===== src/rtl/apc_pkg.sv =====
`default_nettype none
package apc_pkg;

    localparam int unsigned BP_W     = 12;
    localparam int unsigned CORR_W   = 12;
    localparam int unsigned SAMPLE_W = 12;
    localparam int unsigned IDX_W    = 5;
    localparam int unsigned CFG_W    = 6;
    localparam int unsigned OUT_W    = 14;
    localparam int unsigned DIFF_W   = CORR_W + 1;
    localparam int unsigned PROD_W   = 2 * BP_W;
    localparam int unsigned NUM_W    = PROD_W + 2;
    localparam int unsigned NUMS_W   = NUM_W + 1;
    localparam int unsigned DEN_W    = BP_W + 1;
    localparam int unsigned QUOT_W   = DEN_W;
    localparam int unsigned MUL_CNT_W = $clog2(BP_W);
    localparam int unsigned DIV_CNT_W = $clog2(NUM_W);

    localparam logic [CFG_W-1:0] ENTRIES_RESET = 6'd22;

    typedef struct packed {
        logic        [BP_W-1:0]   bp;
        logic signed [CORR_W-1:0] corr;
    } t_entry;

    typedef enum logic [3:0] {
        ST_IDLE,
        ST_SCAN,
        ST_MUL_START,
        ST_MUL,
        ST_NUM,
        ST_DIV_START,
        ST_DIV,
        ST_POST,
        ST_DONE
    } t_state;

endpackage
`default_nettype wire


===== src/rtl/apc_if.sv =====
`default_nettype none
interface apc_in_if;
    logic                                  valid;
    logic                                  ready;
    logic                                  mode;
    logic        [apc_pkg::IDX_W-1:0]      entry_index;
    logic        [apc_pkg::BP_W-1:0]       entry_point;
    logic signed [apc_pkg::CORR_W-1:0]     entry_correction;
    logic        [apc_pkg::SAMPLE_W-1:0]   sample;

    modport source (output valid, mode, entry_index, entry_point, entry_correction, sample,
                    input ready);
    modport sink (input valid, mode, entry_index, entry_point, entry_correction, sample,
                  output ready);
endinterface

interface apc_out_if;
    logic                              valid;
    logic                              ready;
    logic signed [apc_pkg::OUT_W-1:0]  corrected;
    logic                              out_of_range;

    modport source (output valid, corrected, out_of_range, input ready);
    modport sink (input valid, corrected, out_of_range, output ready);
endinterface
`default_nettype wire


===== src/rtl/apc_table.sv =====
`default_nettype none
module apc_table #(
    parameter int unsigned DEPTH = 32
) (
    input  wire logic                     i_clk,
    input  wire logic                     i_we,
    input  wire logic [$clog2(DEPTH)-1:0] i_waddr,
    input  wire apc_pkg::t_entry          i_wdata,
    input  wire logic [$clog2(DEPTH)-1:0] i_raddr,
    output apc_pkg::t_entry               o_rdata
);

    apc_pkg::t_entry r_mem [DEPTH];
    apc_pkg::t_entry r_rdata;

    always_ff @(posedge i_clk) begin
        if (i_we) begin
            r_mem[i_waddr] <= i_wdata;
        end
    end

    always_ff @(posedge i_clk) begin
        r_rdata <= r_mem[i_raddr];
    end

    assign o_rdata = r_rdata;

endmodule
`default_nettype wire


===== src/rtl/apc_mul.sv =====
`default_nettype none
module apc_mul (
    input  wire logic                         i_clk,
    input  wire logic                         i_rst_n,
    input  wire logic                         i_start,
    input  wire logic [apc_pkg::BP_W-1:0]     i_mcand,
    input  wire logic [apc_pkg::BP_W-1:0]     i_mplier,
    output logic                              o_done,
    output logic [apc_pkg::PROD_W-1:0]        o_product
);

    localparam logic [apc_pkg::MUL_CNT_W-1:0] LastStep =
        apc_pkg::MUL_CNT_W'(apc_pkg::BP_W - 1);

    logic                              r_busy, n_busy;
    logic                              r_done, n_done;
    logic [apc_pkg::MUL_CNT_W-1:0]     r_cnt, n_cnt;
    logic [apc_pkg::BP_W-1:0]          r_mcand, n_mcand;
    logic [apc_pkg::BP_W-1:0]          r_acc, n_acc;
    logic [apc_pkg::BP_W-1:0]          r_mpl, n_mpl;
    logic [apc_pkg::BP_W:0]            sum;

    // shift-and-add, one multiplier bit per cycle
    always_comb begin
        sum     = {1'b0, r_acc} + (r_mpl[0] ? {1'b0, r_mcand} : '0);
        n_busy  = r_busy;
        n_done  = 1'b0;
        n_cnt   = r_cnt;
        n_mcand = r_mcand;
        n_acc   = r_acc;
        n_mpl   = r_mpl;
        if (i_start) begin
            n_busy  = 1'b1;
            n_cnt   = '0;
            n_mcand = i_mcand;
            n_acc   = '0;
            n_mpl   = i_mplier;
        end else if (r_busy) begin
            n_acc = sum[apc_pkg::BP_W:1];
            n_mpl = {sum[0], r_mpl[apc_pkg::BP_W-1:1]};
            n_cnt = r_cnt + 1'b1;
            if (r_cnt == LastStep) begin
                n_busy = 1'b0;
                n_done = 1'b1;
            end
        end
    end

    always_ff @(posedge i_clk) begin
        if (!i_rst_n) begin
            r_busy <= 1'b0;
            r_done <= 1'b0;
            r_cnt  <= '0;
        end else begin
            r_busy <= n_busy;
            r_done <= n_done;
            r_cnt  <= n_cnt;
        end
    end

    always_ff @(posedge i_clk) begin
        r_mcand <= n_mcand;
        r_acc   <= n_acc;
        r_mpl   <= n_mpl;
    end

    assign o_done    = r_done;
    assign o_product = {r_acc, r_mpl};

endmodule
`default_nettype wire


===== src/rtl/apc_div.sv =====
`default_nettype none
module apc_div (
    input  wire logic                         i_clk,
    input  wire logic                         i_rst_n,
    input  wire logic                         i_start,
    input  wire logic [apc_pkg::NUM_W-1:0]    i_num,
    input  wire logic [apc_pkg::DEN_W-1:0]    i_den,
    output logic                              o_done,
    output logic [apc_pkg::QUOT_W-1:0]        o_quot,
    output logic                              o_rem_nz
);

    localparam logic [apc_pkg::DIV_CNT_W-1:0] LastStep =
        apc_pkg::DIV_CNT_W'(apc_pkg::NUM_W - 1);

    logic                              r_busy, n_busy;
    logic                              r_done, n_done;
    logic [apc_pkg::DIV_CNT_W-1:0]     r_cnt, n_cnt;
    logic [apc_pkg::NUM_W-1:0]         r_num, n_num;
    logic [apc_pkg::DEN_W:0]           r_rem, n_rem;
    logic [apc_pkg::DEN_W-1:0]         r_den, n_den;
    logic [apc_pkg::DEN_W:0]           rem_sh;
    logic                              ge;

    // restoring division: numerator shifts out the top, quotient bits shift in below
    always_comb begin
        rem_sh = {r_rem[apc_pkg::DEN_W-1:0], r_num[apc_pkg::NUM_W-1]};
        ge     = rem_sh >= {1'b0, r_den};
        n_busy = r_busy;
        n_done = 1'b0;
        n_cnt  = r_cnt;
        n_num  = r_num;
        n_rem  = r_rem;
        n_den  = r_den;
        if (i_start) begin
            n_busy = 1'b1;
            n_cnt  = '0;
            n_num  = i_num;
            n_rem  = '0;
            n_den  = i_den;
        end else if (r_busy) begin
            n_rem = ge ? (rem_sh - {1'b0, r_den}) : rem_sh;
            n_num = {r_num[apc_pkg::NUM_W-2:0], ge};
            n_cnt = r_cnt + 1'b1;
            if (r_cnt == LastStep) begin
                n_busy = 1'b0;
                n_done = 1'b1;
            end
        end
    end

    always_ff @(posedge i_clk) begin
        if (!i_rst_n) begin
            r_busy <= 1'b0;
            r_done <= 1'b0;
            r_cnt  <= '0;
        end else begin
            r_busy <= n_busy;
            r_done <= n_done;
            r_cnt  <= n_cnt;
        end
    end

    always_ff @(posedge i_clk) begin
        r_num <= n_num;
        r_rem <= n_rem;
        r_den <= n_den;
    end

    assign o_done   = r_done;
    assign o_quot   = r_num[apc_pkg::QUOT_W-1:0];
    assign o_rem_nz = |r_rem;

endmodule
`default_nettype wire


===== src/rtl/adc_piecewise_linear_correction.sv =====
// ADC piecewise-linear correction.
// Input channel i_in_ch (valid/ready) carries one word per item: mode 0 loads
// breakpoint and correction at entry_index, mode 1 corrects sample. Every word
// gives exactly one result word on o_out_ch: corrected and out_of_range (zero
// for a load). The entry count register is written through i_cfg_we /
// i_cfg_wdata; the user must write it only while the block is idle, as the
// block does not enforce this. Below 2 it acts as 2, above depth as depth.
// Flow: a load goes straight to its result. A correct word scans the table
// through the memory read port, one entry per cycle, up to the first
// breakpoint at or above the sample; an exact match, a hit on the first entry
// or the end of the table finishes there. Interpolation adds a bit-serial
// multiplier, a bit-serial divider and set-up and wrap-up states.
// One word is worked on at a time; the next is taken once the result sits in
// the output register, which holds it while the receiver stalls.
// Synchronous reset clears the control state and sets the entry count to 22;
// the table itself is undefined until loaded.
`default_nettype none
module adc_piecewise_linear_correction #(
    parameter int unsigned TABLE_DEPTH = 32,
    parameter int unsigned SAMPLE_BITS = 12
) (
    input  wire logic                         i_clk,
    input  wire logic                         i_rst_n,
    apc_in_if.sink                            i_in_ch,
    apc_out_if.source                         o_out_ch,
    input  wire logic                         i_cfg_we,
    input  wire logic [apc_pkg::CFG_W-1:0]    i_cfg_wdata
);

    localparam int unsigned AW = $clog2(TABLE_DEPTH);
    localparam int unsigned CW = $clog2(TABLE_DEPTH + 1);
    localparam logic [apc_pkg::SAMPLE_W-1:0] SampleMask =
        apc_pkg::SAMPLE_W'((64'd1 << SAMPLE_BITS) - 64'd1);

    apc_pkg::t_state                     r_state, n_state;
    logic [apc_pkg::CFG_W-1:0]           r_entries;
    logic [apc_pkg::SAMPLE_W-1:0]        r_sample, n_sample;
    logic [CW-1:0]                       r_addr, n_addr;
    logic [CW-1:0]                       r_n, n_n;
    logic [AW-1:0]                       r_ridx, n_ridx;
    logic                                r_rvalid, n_rvalid;
    apc_pkg::t_entry                     r_prev, n_prev;
    apc_pkg::t_entry                     r_hi, n_hi;
    logic [apc_pkg::OUT_W-1:0]           r_corr, n_corr;
    logic                                r_flag, n_flag;
    logic                                r_dcneg, n_dcneg;
    logic                                r_qneg, n_qneg;
    logic signed [apc_pkg::NUMS_W-1:0]   r_num, n_num;
    logic                                r_out_valid, n_out_valid;
    logic [apc_pkg::OUT_W-1:0]           r_out_corr, n_out_corr;
    logic                                r_out_flag, n_out_flag;

    logic                                accept;
    logic                                load_we;
    apc_pkg::t_entry                     load_data;
    apc_pkg::t_entry                     rdata;
    logic [CW-1:0]                       clamp_n;
    logic                                scan_hit, scan_eq, scan_first, scan_last;
    logic                                out_free;
    logic [apc_pkg::DIFF_W-1:0]          dc;
    logic [apc_pkg::BP_W-1:0]            dc_mag;
    logic [apc_pkg::BP_W-1:0]            ds;
    logic [apc_pkg::BP_W-1:0]            dx;
    logic [apc_pkg::NUMS_W-1:0]          num_mag;
    logic [apc_pkg::OUT_W-1:0]           qx, qs;
    logic [apc_pkg::OUT_W-1:0]           rd_corr_x, prev_corr_x;
    logic                                mul_start, mul_done;
    logic [apc_pkg::PROD_W-1:0]          product;
    logic                                div_start, div_done, rem_nz;
    logic [apc_pkg::QUOT_W-1:0]          quot;

    // ---------------- table ----------------
    assign accept    = i_in_ch.valid && i_in_ch.ready;
    assign load_we   = accept && !i_in_ch.mode && (32'(i_in_ch.entry_index) < TABLE_DEPTH);
    assign load_data = '{bp: i_in_ch.entry_point, corr: i_in_ch.entry_correction};

    apc_table #(.DEPTH(TABLE_DEPTH)) u_table (
        .i_clk   (i_clk),
        .i_we    (load_we),
        .i_waddr (AW'(i_in_ch.entry_index)),
        .i_wdata (load_data),
        .i_raddr (AW'(r_addr)),
        .o_rdata (rdata)
    );

    apc_mul u_mul (
        .i_clk     (i_clk),
        .i_rst_n   (i_rst_n),
        .i_start   (mul_start),
        .i_mcand   (dc_mag),
        .i_mplier  (ds),
        .o_done    (mul_done),
        .o_product (product)
    );

    apc_div u_div (
        .i_clk    (i_clk),
        .i_rst_n  (i_rst_n),
        .i_start  (div_start),
        .i_num    (num_mag[apc_pkg::NUM_W-1:0]),
        .i_den    ({dx, 1'b0}),
        .o_done   (div_done),
        .o_quot   (quot),
        .o_rem_nz (rem_nz)
    );

    // ---------------- shared arithmetic ----------------
    always_comb begin
        if (r_entries < apc_pkg::CFG_W'(2)) begin
            clamp_n = CW'(2);
        end else if (32'(r_entries) > TABLE_DEPTH) begin
            clamp_n = CW'(TABLE_DEPTH);
        end else begin
            clamp_n = CW'(r_entries);
        end
    end

    assign scan_hit   = r_rvalid && (rdata.bp >= r_sample);
    assign scan_eq    = rdata.bp == r_sample;
    assign scan_first = r_ridx == '0;
    assign scan_last  = CW'(r_ridx) == (r_n - CW'(1));
    assign out_free   = !r_out_valid || o_out_ch.ready;

    assign rd_corr_x   = {{(apc_pkg::OUT_W - apc_pkg::CORR_W){rdata.corr[apc_pkg::CORR_W-1]}},
                          rdata.corr};
    assign prev_corr_x = {{(apc_pkg::OUT_W - apc_pkg::CORR_W){r_prev.corr[apc_pkg::CORR_W-1]}},
                          r_prev.corr};

    assign dc     = {r_hi.corr[apc_pkg::CORR_W-1], r_hi.corr}
                  - {r_prev.corr[apc_pkg::CORR_W-1], r_prev.corr};
    assign dc_mag = dc[apc_pkg::DIFF_W-1] ? apc_pkg::BP_W'(~dc + 1'b1)
                                          : dc[apc_pkg::BP_W-1:0];
    assign ds     = r_sample - r_prev.bp;
    assign dx     = r_hi.bp - r_prev.bp;
    assign num_mag = r_num[apc_pkg::NUMS_W-1] ? (~r_num + 1'b1) : r_num;
    // floor of a negative quotient steps down by one when the division is inexact
    assign qx      = {1'b0, quot} + {{(apc_pkg::OUT_W - 1){1'b0}}, rem_nz & r_qneg};
    assign qs      = r_qneg ? (~qx + 1'b1) : qx;

    // ---------------- next state ----------------
    always_comb begin
        n_state = r_state;
        case (r_state)
            apc_pkg::ST_IDLE: begin
                if (accept) begin
                    n_state = i_in_ch.mode ? apc_pkg::ST_SCAN : apc_pkg::ST_DONE;
                end
            end
            apc_pkg::ST_SCAN: begin
                if (scan_hit) begin
                    n_state = (scan_eq || scan_first) ? apc_pkg::ST_DONE
                                                      : apc_pkg::ST_MUL_START;
                end else if (r_rvalid && scan_last) begin
                    n_state = apc_pkg::ST_DONE;
                end
            end
            apc_pkg::ST_MUL_START: n_state = apc_pkg::ST_MUL;
            apc_pkg::ST_MUL: begin
                if (mul_done) begin
                    n_state = apc_pkg::ST_NUM;
                end
            end
            apc_pkg::ST_NUM:       n_state = apc_pkg::ST_DIV_START;
            apc_pkg::ST_DIV_START: n_state = apc_pkg::ST_DIV;
            apc_pkg::ST_DIV: begin
                if (div_done) begin
                    n_state = apc_pkg::ST_POST;
                end
            end
            apc_pkg::ST_POST:      n_state = apc_pkg::ST_DONE;
            apc_pkg::ST_DONE: begin
                if (out_free) begin
                    n_state = apc_pkg::ST_IDLE;
                end
            end
            default:               n_state = apc_pkg::ST_IDLE;
        endcase
    end

    // ---------------- outputs ----------------
    always_comb begin
        i_in_ch.ready = 1'b0;
        mul_start     = 1'b0;
        div_start     = 1'b0;
        case (r_state)
            apc_pkg::ST_IDLE:      i_in_ch.ready = 1'b1;
            apc_pkg::ST_MUL_START: mul_start     = 1'b1;
            apc_pkg::ST_DIV_START: div_start     = 1'b1;
            default: begin
                i_in_ch.ready = 1'b0;
            end
        endcase
    end

    // ---------------- datapath ----------------
    always_comb begin
        n_sample    = r_sample;
        n_addr      = r_addr;
        n_n         = r_n;
        n_ridx      = r_ridx;
        n_rvalid    = r_rvalid;
        n_prev      = r_prev;
        n_hi        = r_hi;
        n_corr      = r_corr;
        n_flag      = r_flag;
        n_dcneg     = r_dcneg;
        n_qneg      = r_qneg;
        n_num       = r_num;
        n_out_valid = r_out_valid && !o_out_ch.ready;
        n_out_corr  = r_out_corr;
        n_out_flag  = r_out_flag;
        case (r_state)
            apc_pkg::ST_IDLE: begin
                n_addr   = '0;
                n_rvalid = 1'b0;
                n_n      = clamp_n;
                n_sample = i_in_ch.sample & SampleMask;
                n_corr   = '0;
                n_flag   = 1'b0;
                if (!i_in_ch.mode) begin
                    n_sample = '0;
                end
            end
            apc_pkg::ST_SCAN: begin
                // read port runs one entry ahead of the compare
                if (r_addr != r_n) begin
                    n_addr = r_addr + CW'(1);
                end
                n_rvalid = r_addr != r_n;
                n_ridx   = AW'(r_addr);
                if (scan_hit) begin
                    n_corr = rd_corr_x;
                    n_flag = !scan_eq && scan_first;
                    n_hi   = rdata;
                end else if (r_rvalid) begin
                    n_prev = rdata;
                    if (scan_last) begin
                        n_corr = rd_corr_x;
                        n_flag = 1'b1;
                    end
                end
            end
            apc_pkg::ST_MUL_START: begin
                n_dcneg = dc[apc_pkg::DIFF_W-1];
            end
            apc_pkg::ST_NUM: begin
                if (r_dcneg) begin
                    n_num = apc_pkg::NUMS_W'(dx) - {2'b00, product, 1'b0};
                end else begin
                    n_num = apc_pkg::NUMS_W'(dx) + {2'b00, product, 1'b0};
                end
            end
            apc_pkg::ST_DIV_START: begin
                n_qneg = r_num[apc_pkg::NUMS_W-1];
            end
            apc_pkg::ST_POST: begin
                n_corr = prev_corr_x + qs;
            end
            apc_pkg::ST_DONE: begin
                if (out_free) begin
                    n_out_valid = 1'b1;
                    n_out_corr  = {{(apc_pkg::OUT_W - apc_pkg::SAMPLE_W){1'b0}}, r_sample}
                                + r_corr;
                    n_out_flag  = r_flag;
                end
            end
            default: begin
                n_addr = r_addr;
            end
        endcase
    end

    always_ff @(posedge i_clk) begin
        if (!i_rst_n) begin
            r_state     <= apc_pkg::ST_IDLE;
            r_entries   <= apc_pkg::ENTRIES_RESET;
            r_rvalid    <= 1'b0;
            r_out_valid <= 1'b0;
        end else begin
            r_state     <= n_state;
            r_rvalid    <= n_rvalid;
            r_out_valid <= n_out_valid;
            if (i_cfg_we) begin
                r_entries <= i_cfg_wdata;
            end
        end
    end

    always_ff @(posedge i_clk) begin
        r_sample   <= n_sample;
        r_addr     <= n_addr;
        r_n        <= n_n;
        r_ridx     <= n_ridx;
        r_prev     <= n_prev;
        r_hi       <= n_hi;
        r_corr     <= n_corr;
        r_flag     <= n_flag;
        r_dcneg    <= n_dcneg;
        r_qneg     <= n_qneg;
        r_num      <= n_num;
        r_out_corr <= n_out_corr;
        r_out_flag <= n_out_flag;
    end

    assign o_out_ch.valid        = r_out_valid;
    assign o_out_ch.corrected    = r_out_corr;
    assign o_out_ch.out_of_range = r_out_flag;

endmodule
`default_nettype wire

===== src/flat_wrapper.sv =====
// flat-port wrapper written by rule: the top's interface ports become plain ports
module adc_piecewise_linear_correction_flat 
#(
    parameter int unsigned TABLE_DEPTH = 32,
    parameter int unsigned SAMPLE_BITS = 12
)
  (i_clk, i_rst_n, i_cfg_we, i_cfg_wdata, i_in_ch_valid, i_in_ch_mode, i_in_ch_entry_index, i_in_ch_entry_point, i_in_ch_entry_correction, i_in_ch_sample, i_in_ch_ready, o_out_ch_valid, o_out_ch_corrected, o_out_ch_out_of_range, o_out_ch_ready);
  apc_in_if i_in_ch_i ();
  apc_out_if o_out_ch_i ();
  input  wire logic i_clk;
  input  wire logic i_rst_n;
  input  wire logic i_cfg_we;
  input  wire logic [apc_pkg::CFG_W-1:0] i_cfg_wdata;
  input wire logic [$bits(i_in_ch_i.valid)-1:0] i_in_ch_valid;
  input wire logic [$bits(i_in_ch_i.mode)-1:0] i_in_ch_mode;
  input wire logic [$bits(i_in_ch_i.entry_index)-1:0] i_in_ch_entry_index;
  input wire logic [$bits(i_in_ch_i.entry_point)-1:0] i_in_ch_entry_point;
  input wire logic [$bits(i_in_ch_i.entry_correction)-1:0] i_in_ch_entry_correction;
  input wire logic [$bits(i_in_ch_i.sample)-1:0] i_in_ch_sample;
  output wire logic [$bits(i_in_ch_i.ready)-1:0] i_in_ch_ready;
  output wire logic [$bits(o_out_ch_i.valid)-1:0] o_out_ch_valid;
  output wire logic [$bits(o_out_ch_i.corrected)-1:0] o_out_ch_corrected;
  output wire logic [$bits(o_out_ch_i.out_of_range)-1:0] o_out_ch_out_of_range;
  input wire logic [$bits(o_out_ch_i.ready)-1:0] o_out_ch_ready;
  assign i_in_ch_i.valid = i_in_ch_valid;
  assign i_in_ch_i.mode = i_in_ch_mode;
  assign i_in_ch_i.entry_index = i_in_ch_entry_index;
  assign i_in_ch_i.entry_point = i_in_ch_entry_point;
  assign i_in_ch_i.entry_correction = i_in_ch_entry_correction;
  assign i_in_ch_i.sample = i_in_ch_sample;
  assign i_in_ch_ready = i_in_ch_i.ready;
  assign o_out_ch_valid = o_out_ch_i.valid;
  assign o_out_ch_corrected = o_out_ch_i.corrected;
  assign o_out_ch_out_of_range = o_out_ch_i.out_of_range;
  assign o_out_ch_i.ready = o_out_ch_ready;
  adc_piecewise_linear_correction #(.TABLE_DEPTH(TABLE_DEPTH), .SAMPLE_BITS(SAMPLE_BITS)) u_core (.i_clk(i_clk), .i_rst_n(i_rst_n), .i_in_ch(i_in_ch_i), .o_out_ch(o_out_ch_i), .i_cfg_we(i_cfg_we), .i_cfg_wdata(i_cfg_wdata));
endmodule

===== config.mk =====
export PLATFORM = sky130hd
export DESIGN_NAME = adc_piecewise_linear_correction_flat
export DESIGN_NICKNAME = d
export VERILOG_FILES = /design/src/rtl/apc_pkg.sv /design/src/rtl/apc_if.sv /design/src/rtl/apc_table.sv /design/src/rtl/apc_mul.sv /design/src/rtl/apc_div.sv /design/src/rtl/adc_piecewise_linear_correction.sv /design/src/flat_wrapper.sv
export SDC_FILE = /design/constraint.sdc
export NUM_CORES = 1
export LEC_CHECK = 0
export ABC_AREA = 1
export BUFFER_PORTS_ARGS = -buffer_cell sky130_fd_sc_hd__buf_2
export CAP_MARGIN = 25
export CORE_MARGIN = 2
export CORE_UTILIZATION = 40
export CTS_CLUSTER_SIZE = 30
export DETAILED_ROUTE_END_ITERATION = 6
export GPL_TIMING_DRIVEN = 0
export SLEW_MARGIN = 0
export SYNTH_ARGS = -nofsm -noshare
export SYNTH_HDL_FRONTEND = slang
export SYNTH_SLANG_ARGS = --single-unit
export TNS_END_PERCENT = 5

===== constraint.sdc =====
create_clock -name i_clk -period 7.4 [get_ports i_clk]
set_clock_uncertainty 0.2 [all_clocks]
set_input_delay 0.74 -clock i_clk [delete_from_list [all_inputs] [get_ports i_clk]]
set_output_delay 0.74 -clock i_clk [all_outputs]
set_load 0.03 [all_outputs]

==> impl_metrics.ini <==
[run_status]
status = complete, no violations

[sta]
worst_slack_ns = 2.13
finalSetupViolCount = 0
tightest_slew_ns = 1.00
hold_viol = 0
tns_ns = 0
slew-limit-headroom = 0.330
rsz0062_at_grt = false
maxSlewViolCount = 0
clock.fmax_mhz = 190
period_share = 0.712
fin_crit_ns = 5.27

[clock_network]
htreeDepth = 3
ctsHoldBuffers = 0
post-cts-setup-buffers = 0
cts_tree = built
cts-root-buf = clkbuf_16
numCtsBuffers = 107
cts_sinks = 1041
cts_buffer_depth = 3
clk_pin_slew_worst_paths_ns = 0.06
clk_latency_ns = 0.71
ctsResizeCount = 0

[placement]
place_area_um2 = 50100
gp_congestion = 0.952
port_buffers = 69
preCtsSetupSlack_ns = 2.06
dp_hpwl_um = 103000

[final_layout]
drive_above_1_share = 0.0827
layout_commonest_cell = edfxtp_1
post-route-cell-area_um2 = 53800
layout.nets = 4695
area_delta_synth_final_pct = 14.1
mostFrequentLayoutCells = 966 x edfxtp_1, 582 x nor2_1, 554 x nand2_1

[synthesis]
synth_seq_cells = 1041
synthTopCellsByArea = edfxtp_1 62%, o21ai_0 5.7%, nor2_1 4.9%
ys.flop_type = edfxtp_1
async_flop_share = 0
yosysTopAreaCell = edfxtp_1
synth.top_cell.area_share = 0.615
synth_area_um2 = 47100
synth_edf_count = 966
ys_types = 54
seq_area_frac_synth = 0.647
yosysWarnings = 0
avgSynthCellArea_um2 = 11.0
syn-num-nets = 4492
syn_inst = 4303

[route]
routedWlPerCell_um = 24.2
ant_nets = 0
wl_um = 148000
drc = 0
firstDrtPassIters = 6
viasPerCell = 5.61
vias = 34353
drt-initial-drc-count = 3579

[global_routing]
antenna_found_initial = 8
grt_start_max_net_pins = 36
first_global_vias = 32605
grt_first_pass_wirelength_um = 214000
overflow = 0
grtUsageTotal = 0.241

[critical_path]
crit_top_cell = nand2_1
cpPeakStageDelay_ns = 0.49
criticalPathCategory = flop to flop
worstPathMaxFanout = 10
startpoint_type = flop
crit_arrival_ns = 5.50
slowest_stage = a31oi_1
crit_required_ns = 7.64
crit_path_end_kind = flop

[pwr]
power_density_nw_per_um2 = 330
p_leak_nw = 19.6
vdd_drop_max_uv = 230

[floorplan]
fp.dieW_um = 347
die_y_um = 347
die_area_um2 = 121000
rows = 125
initial_core_util = 0.404
pin_count = 70
fp.coreArea_um2 = 117000

[worst_hold_path]
hp-class = input port to flop

[run]
drv_cap = 0
## worst max-delay path, delay by kind of cell (launching register included)
kind | cells | cell delay (ns)
flip-flops | 1 | 0.41
XOR/XNOR | 1 | 0.13
buffers and inverters | 6 | 1.05
AND/OR/NAND/NOR | 11 | 1.06
AO/OA/AOI/OAI | 6 | 1.17
adder cells (fa/ha/maj) | 3 | 0.97
## cells by family after synthesis
kind of cell,share of synthesized area
and+or+nand+nor,0.125
DFF,0.647
AOI/OAI and AO/OA,0.123
buffers and inverters,0.0450
adders and majority gates,0.0375
xor gates and xnor gates,0.0226
## synth_stat cells (5+ instances only)
cell	count
buf_2	48
o21ai_0	540
o211a_1	10
ha_1	127
nand2_1	554
nor2_1	616
nor2_2	6
o21bai_1	15
xnor2_1	41
nand2_2	7
clkbuf_1	135
inv_1	346
or2_2	9
a21oi_1	166
nand3b_1	12
a31oi_1	46
nand3_1	137
fa_1	9
buf_4	5
edfxtp_1	966
nor4_1	9
dfxtp_1	75
o22ai_1	147
o221ai_1	55
nand4_1	34
o211ai_1	16
nor3_1	41
xor2_1	79
## area by class of cell
cell class | instances | area (µm²)
fillers | 10630 | 62700
flip-flops and latches | 1041 | 30500
multi-input cells | 2718 | 14800
clock buffers | 135 | 2850
well taps | 1524 | 1910
inverters | 353 | 1330
repair buffers | 94 | 836
plain buffers | 191 | 798
clock inverters | 65 | 793
diodes | 1 | 2.50
## through the flow
step	cells	power (mW)	hold slack (ns)	utilization
after CTS	6121	17.7	0.0225	0.461
after global placement	5896	12.0	0.213	0.424
after global routing	6122	18.3	0.0543	0.461
after detailed placement	5921	12.1	0.211	0.430
final	6122	17.7	0.0582	0.461
after floorplan	4303	9.86	0.200	-
## path summary, 6_finish.rpt
kind	from	endpoint	slack, ns	cells past startpoint
max	u_core.r_qneg	u_core.r_corr[11]	2.13	27
min	i_cfg_wdata[1]	u_core.r_entries[1]	0.06	3
max reg2reg	u_core.r_qneg	u_core.r_corr[11]	2.13	27
min reg2reg	u_core.r_flag	u_core.o_out_ch.out_of_range	0.22	0
## metal layers
layer  global-route usage  share of wire  routed length (µm)  vias up
met3               0.0373          0.078               11600      320
met5                    0        0.00028                  42        -
met1                0.302           0.39               57700    16722
li1                     -              -                   -    15728
met4                0.121          0.053                7890        6
met2                0.404           0.48               71200     1577
## registers in the layout (all words and copies together), names as in the netlist, 4 cells and up
register and count:
u_core.r_hi 24, u_core.u_mul.r_mcand 12, u_core.u_div.r_num 26, u_core.u_table.r_mem 768, u_core.o_out_ch.corrected 14, u_core.r_ridx 5
u_core.r_n 6, u_core.r_num 27, u_core.u_mul.r_cnt 4, u_core.r_entries 6, u_core.r_corr 14, u_core.u_div.r_den 12
u_core.u_table.o_rdata 24, u_core.r_prev 12, u_core.u_div.r_cnt 5, u_core.r_sample 12, u_core.r_state 4, u_core.prev_corr_x 12
u_core.u_mul.r_mpl 12, u_core.u_div.r_rem 14, u_core.r_addr 6, u_core.u_mul.r_acc 12
## power breakdown
part	switching (mW)	internal [mW]	total [mW]
clock network	2.39	3.23	5.62
registers	0.269	6.79	7.06
logic	3.74	1.31	5.06
total	6.40	11.3	17.7
Power figures use the tool's default switching activity.
